<file path="src/rtl/npcs_pkg.sv">
// shared constants, types and state encoding for the nearest palette color search
// no dependencies; imported by every module of the block

package npcs_pkg;

  localparam int PALETTE_DEPTH = 256;
  localparam int ADDR_W = (PALETTE_DEPTH > 1) ? $clog2(PALETTE_DEPTH) : 1;
  localparam int CNT_W = $clog2(PALETTE_DEPTH + 1);
  localparam int CMP_W = (CNT_W > 9) ? CNT_W : 9;

  localparam int SLOT_W = 8;
  localparam int CHAN_W = 8;
  localparam int COUNT_W = 9;
  localparam int DIST_W = 18;
  localparam int SQ_W = 2 * CHAN_W;

  localparam int S_TDATA_W = 48;
  localparam int M_TDATA_W = 32;

  localparam logic CMD_WRITE = 1'b0;
  localparam logic CMD_QUERY = 1'b1;

  typedef enum logic [1:0] {
    ST_IDLE,
    ST_SCAN,
    ST_PUBLISH
  } npcs_state_t;

  typedef struct packed {
    logic load_query;
    logic write_entry;
    logic issue;
    logic publish;
  } npcs_cmd_t;

  typedef struct packed {
    logic scan_done;
    logic pipe_empty;
    logic out_free;
  } npcs_status_t;

endpackage

</file>
<file path="src/rtl/npcs_ctrl.sv">
// controller state machine: input handshake, scan sequencing, result hand-off
// depends on npcs_pkg

module npcs_ctrl (
  input  logic                  clk,
  input  logic                  rst,
  input  logic                  in_valid,
  input  logic                  in_cmd,
  output logic                  in_ready,
  input  npcs_pkg::npcs_status_t status,
  output npcs_pkg::npcs_cmd_t    cmd
);
  import npcs_pkg::*;

  npcs_state_t state;
  npcs_state_t state_next;

  always_ff @(posedge clk) begin
    if (rst) begin
      state <= ST_IDLE;
    end else begin
      state <= state_next;
    end
  end

  always_comb begin
    state_next = state;
    in_ready = 1'b0;
    cmd = '0;
    unique case (state)
      ST_IDLE: begin
        in_ready = 1'b1;
        if (in_valid) begin
          if (in_cmd == CMD_QUERY) begin
            cmd.load_query = 1'b1;
            state_next = ST_SCAN;
          end else begin
            cmd.write_entry = 1'b1;
          end
        end
      end
      ST_SCAN: begin
        cmd.issue = 1'b1;
        if (status.scan_done && status.pipe_empty) begin
          state_next = ST_PUBLISH;
        end
      end
      ST_PUBLISH: begin
        if (status.out_free) begin
          cmd.publish = 1'b1;
          state_next = ST_IDLE;
        end
      end
      default: begin
        state_next = ST_IDLE;
      end
    endcase
  end

endmodule

</file>
<file path="config.mk">
export PLATFORM = sky130hd
export DESIGN_NAME = npcs_ctrl
export DESIGN_NICKNAME = d
export VERILOG_FILES = /design/src/rtl/npcs_pkg.sv /design/src/rtl/npcs_ctrl.sv
export SDC_FILE = /design/constraint.sdc
export NUM_CORES = 1
export LEC_CHECK = 0
export ABC_AREA = 0
export BUFFER_PORTS_ARGS = -buffer_cell sky130_fd_sc_hd__buf_2
export CAP_MARGIN = 20
export CORE_AREA = 2 2 39 41
export DETAILED_ROUTE_END_ITERATION = 10
export DIE_AREA = 0 0 41 43
export PLACE_DENSITY_LB_ADDON = 0.15
export SLEW_MARGIN = 0
export SYNTH_ARGS = -nofsm -noshare
export SYNTH_HDL_FRONTEND = slang
export SYNTH_SLANG_ARGS = --single-unit
</file>
<file path="constraint.sdc">
create_clock -name clk -period 1.1 [get_ports clk]
set_input_delay 0.165 -clock clk [delete_from_list [all_inputs] [get_ports clk]]
set_output_delay 0.165 -clock clk [all_outputs]
set_load 0.05 [all_outputs]
</file>
==> Implementation_results.wiki <==
{| class="wikitable"
! Metric !! Value
|-
| Total negative slack || -0.240 ns
|-
| Final worst setup slack || -0.0978 ns
|-
| Syn_area_per_cell || around 9.0 sq um
|-
| DR vias/cell || approximately 3.7
|-
| Number of flip-flops under the largest register name || 2
|-
| Pin count of the biggest net entering global routing || 9
|-
| Sequence of cells on the critical path || nor4b_4 > buf_6
|-
| Worst slew margin relative to its limit || 86.5%
|-
| GRT overflow || 0
|-
| Master of the slowest instance on the critical path || sky130_fd_sc_hd__dfxtp_4
|-
| Net Sw Power || approximately 110 uW
|-
| Initial antenna violation count || 0
|-
| Final standard cell count with taps included and fillers excluded || 46
|-
| Count of synthesis-stage warnings from yosys || 0
|-
| LEAKAGE || roughly 0.14 nW
|-
| Number of clock buffers inserted by TritonCTS || 3
|-
| # setup viols final || 4
|-
| Distinct cell type count of the synthesized netlist || 10
|-
| Clock-pin transition on the worst setup and hold timing paths || 0.03 ns
|-
| Number of input and output port buffers inserted || 11
|-
| Hold-fix buffers, CTS || 0
|-
| Crit start category || flip-flop
|-
| Cell count of the worst reg-to-reg path || 3
|-
| Via count of the first global-routing pass || between 150 and 200
|-
| Fin crit period || 1.20 ns
|-
| Worst hold path type || in -> reg
|-
| CP arrival || approximately 1.0 ns
|-
| Skew final || around 0.0033 ns
|-
| Count of antenna-violating nets left after detailed routing || 0
|-
| Power share of the combinational group || around a third
|-
| Fraction of final layout cells with drive strength greater than 1 || around four fifths
|-
| Hold Crit Endpoint || state[1]
|-
| Final Routed Wirelength || 378 um
|-
| TritonCTS clock tree || done
|-
| Setup Crit Path Kind || reg -> out
|-
| Clock network fraction of total power || between 40 and 50%
|-
| Row Count || 14
|-
| Final Hold Fails || 0
|-
| Detail Placement HPWL || approximately 290 um
|-
| Maximum fanout encountered on the critical timing path || 5
|-
| Number of maximum-capacitance constraint violations || 0
|-
| Number of antenna repair diodes || 0
|-
| Portion of the post-synthesis area used by sequential elements || between 30 and 40%
|-
| Switch share || 30.2%
|-
| Setup repair after global routing missed its margin || true
|-
| Violated checks || setup timing
|-
| Post-route clock period utilization || 109%
|-
| Power consumption || around 350 uW
|-
| Die width || roughly 40 um
|-
| Maximum clock insertion buffer count || 2
|-
| I/O pin count || 12
|-
| Slowest Stage Delay on Critical Path || approximately 0.36 ns
|-
| Cell total after placement || 41
|-
| Startpoint of the most critical register-to-register path || state[0]
|-
| Starting density of the core || roughly 8.5%
|-
| Average wire length per cell after detail routing || between 8 and 9 um
|-
| Clock latency reported for the late side of the worst-skew pair || about 0.22 ns
|-
| Max Transition Viols Final || 0
|-
| Total number of H-tree levels || 1
|-
| Startpoint of the worst hold path || rst
|-
| Status || finished, violations left
|-
| Violation count after the first detailed-route iteration || 2
|-
| Nets || 39
|-
| Transition time of the tightest slew-check pin || between 0.2 and 0.25 ns
|-
| Area growth from synthesis to final layout || 159%
|-
| Drt pass-1 iters || 2
|-
| Power per unit of standard cell area || roughly 1200 nW/um^2
|-
| Die ar. || around 1800 sq um
|-
| Cell Int Power || 247 uW
|-
| Flip-flop and latch count after synthesis || 2
|-
| Setup slack of the most critical reg-to-reg path || roughly 0.05 ns
|-
| Post-route DRC || 0
|-
| Global-route wire length before repair || approximately 570 um
|-
| Critical path endpoint category || output port
|-
| Vertical die dimension || approximately 43 um
|-
| Placeable core region || between 1000 and 1500 sq um
|-
| Worst-case vdd ir drop || ~380 uV
|-
| Cell area after synthesis || around 120 sq um
|-
| Total number of vias || approximately 170
|-
| Crit Reg-Reg Endpoint || state[1]
|-
| Largest registers || state (2)
|-
| Required time at the worst-slack endpoint || about 0.94 ns
|-
| Cells after synthesis || 13
|-
| Proportion of power drawn by flip-flops and latches || between 20% and 30%
|-
| Total Routing Usage GR || under 10%
|-
| Clk root buf || sky130_fd_sc_hd__clkbuf_4
|-
| Net count of the mapped netlist || 20
|-
| GPL Wtd Cong || 0.624
|-
| Reg with most FFs || state
|-
| Peak Freq || roughly 0.83 GHz
|-
| Setup Slack @ Placement || between 0.008 and 0.009 ns
|-
| Number of sinks driven by the clock tree || 2
|-
| Cell count of the worst hold path || 2
|}
[worst max-delay path by stage]
stage / from / to / slack, ns / depth (start not counted)
after floorplan: state[0] / cmd[2] / -0.07 / 1
after global placement: state[1] / cmd[0] / 0.01 / 2
after detailed placement: state[1] / cmd[0] / 0.008 / 2
after CTS: state[0] / cmd[2] / -0.13 / 2
after global routing: state[0] / cmd[2] / -0.13 / 2
final: state[0] / cmd[2] / -0.1 / 2
[what timing repair did]
action                     CTS  global route
resized for setup           13             0
buffers inserted             0             2
setup endpoints to repair    5             4
pin swaps                    2             2
[synth_stat cells]
| cell type | n | area (sq um) |
|---|---|---|
| sky130_fd_sc_hd__and2b_2 | 1 | 8.76 |
| sky130_fd_sc_hd__nor4_1 | 1 | 6.26 |
| sky130_fd_sc_hd__and3_1 | 2 | 12.5 |
| sky130_fd_sc_hd__or3b_1 | 1 | 8.76 |
| sky130_fd_sc_hd__nor2_1 | 1 | 3.75 |
| sky130_fd_sc_hd__nand4b_1 | 1 | 8.76 |
| sky130_fd_sc_hd__dfxtp_1 | 2 | 40.0 |
| sky130_fd_sc_hd__and3b_2 | 1 | 10.0 |
| sky130_fd_sc_hd__nor4b_1 | 1 | 8.76 |
| sky130_fd_sc_hd__a21oi_1 | 2 | 10.0 |
[placed cells by master, fill, tap and decap left out]
| cell | Yosys | final |
|---|---|---|
| sky130_fd_sc_hd__and3b_2 | 1 | 1 |
| sky130_fd_sc_hd__nor4_1 | 1 | 1 |
| sky130_fd_sc_hd__or3b_1 | 1 | 1 |
| sky130_fd_sc_hd__buf_8 | 0 | 1 |
| sky130_fd_sc_hd__nor2_4 | 0 | 1 |
| sky130_fd_sc_hd__and2b_2 | 1 | 1 |
| sky130_fd_sc_hd__clkbuf_4 | 0 | 3 |
| sky130_fd_sc_hd__nor4b_4 | 0 | 1 |
| sky130_fd_sc_hd__and3_4 | 0 | 1 |
| sky130_fd_sc_hd__nand4b_1 | 1 | 1 |
| sky130_fd_sc_hd__buf_6 | 0 | 3 |
| sky130_fd_sc_hd__a21oi_1 | 2 | 2 |
| sky130_fd_sc_hd__buf_4 | 0 | 4 |
| sky130_fd_sc_hd__and3_1 | 2 | 1 |
| sky130_fd_sc_hd__buf_2 | 0 | 6 |
| sky130_fd_sc_hd__dfxtp_4 | 0 | 2 |
[power groups by stage]
stage / clock [mW] / sequential [mW] / combinational (mW)
2_1_floorplan: 0 / 0.0859 / 0.0628
3_3_place_gp: 0 / 0.0876 / 0.0894
3_5_place_dp: 0 / 0.0874 / 0.0898
4_1_cts: 0.172 / 0.0837 / 0.105
5_1_grt: 0.174 / 0.0826 / 0.121
6_report: 0.158 / 0.0822 / 0.114
[stage by stage]
step | hold WS, ns | area, sq um | util [%]
after floorplan | 0.234 | 146 | -
after global placement | 0.340 | 229 | 16.5
after detailed placement | 0.340 | 229 | 16.5
after CTS | 0.0898 | 289 | 20.9
after global routing | 0.0995 | 304 | 22.0
final | 0.103 | 304 | 22.0
[area by class of cell]
cell class	count	area, sq um
clock buffers	3	22.5
fillers	158	1080
multi-input cells	11	105
flip-flops and latches	2	47.5
well taps	16	20.0
repair buffers	14	109
[per-layer routing]
layer  track usage, %  vias to the layer above  share of wire, %
met2             5.63                       10                42
met3             1.57                        2                15
met1             5.75                       70                41
met5                0                        -                 0
met4             10.0                        0               2.1
li1                 -                       86                 -
[worst max-delay path: cells and delay by family (launching register included)]
family / cells / cell delay (ns)
flip-flops: 1 / 0.36
AND/OR/NAND/NOR: 1 / 0.26
buffers and inverters: 1 / 0.19
[logic make-up (layout without fill, tap and decap cells)]
kind of cell / count (synthesis) / after routing / synth area share, %
flip-flops: 2 / 2 / 34.0
AND/OR/NAND/NOR: 9 / 9 / 57.5
buffers and inverters: 0 / 17 / 0
AO/OA/AOI/OAI: 2 / 2 / 8.51
Note: power is estimated with default switching activity, not from simulation.
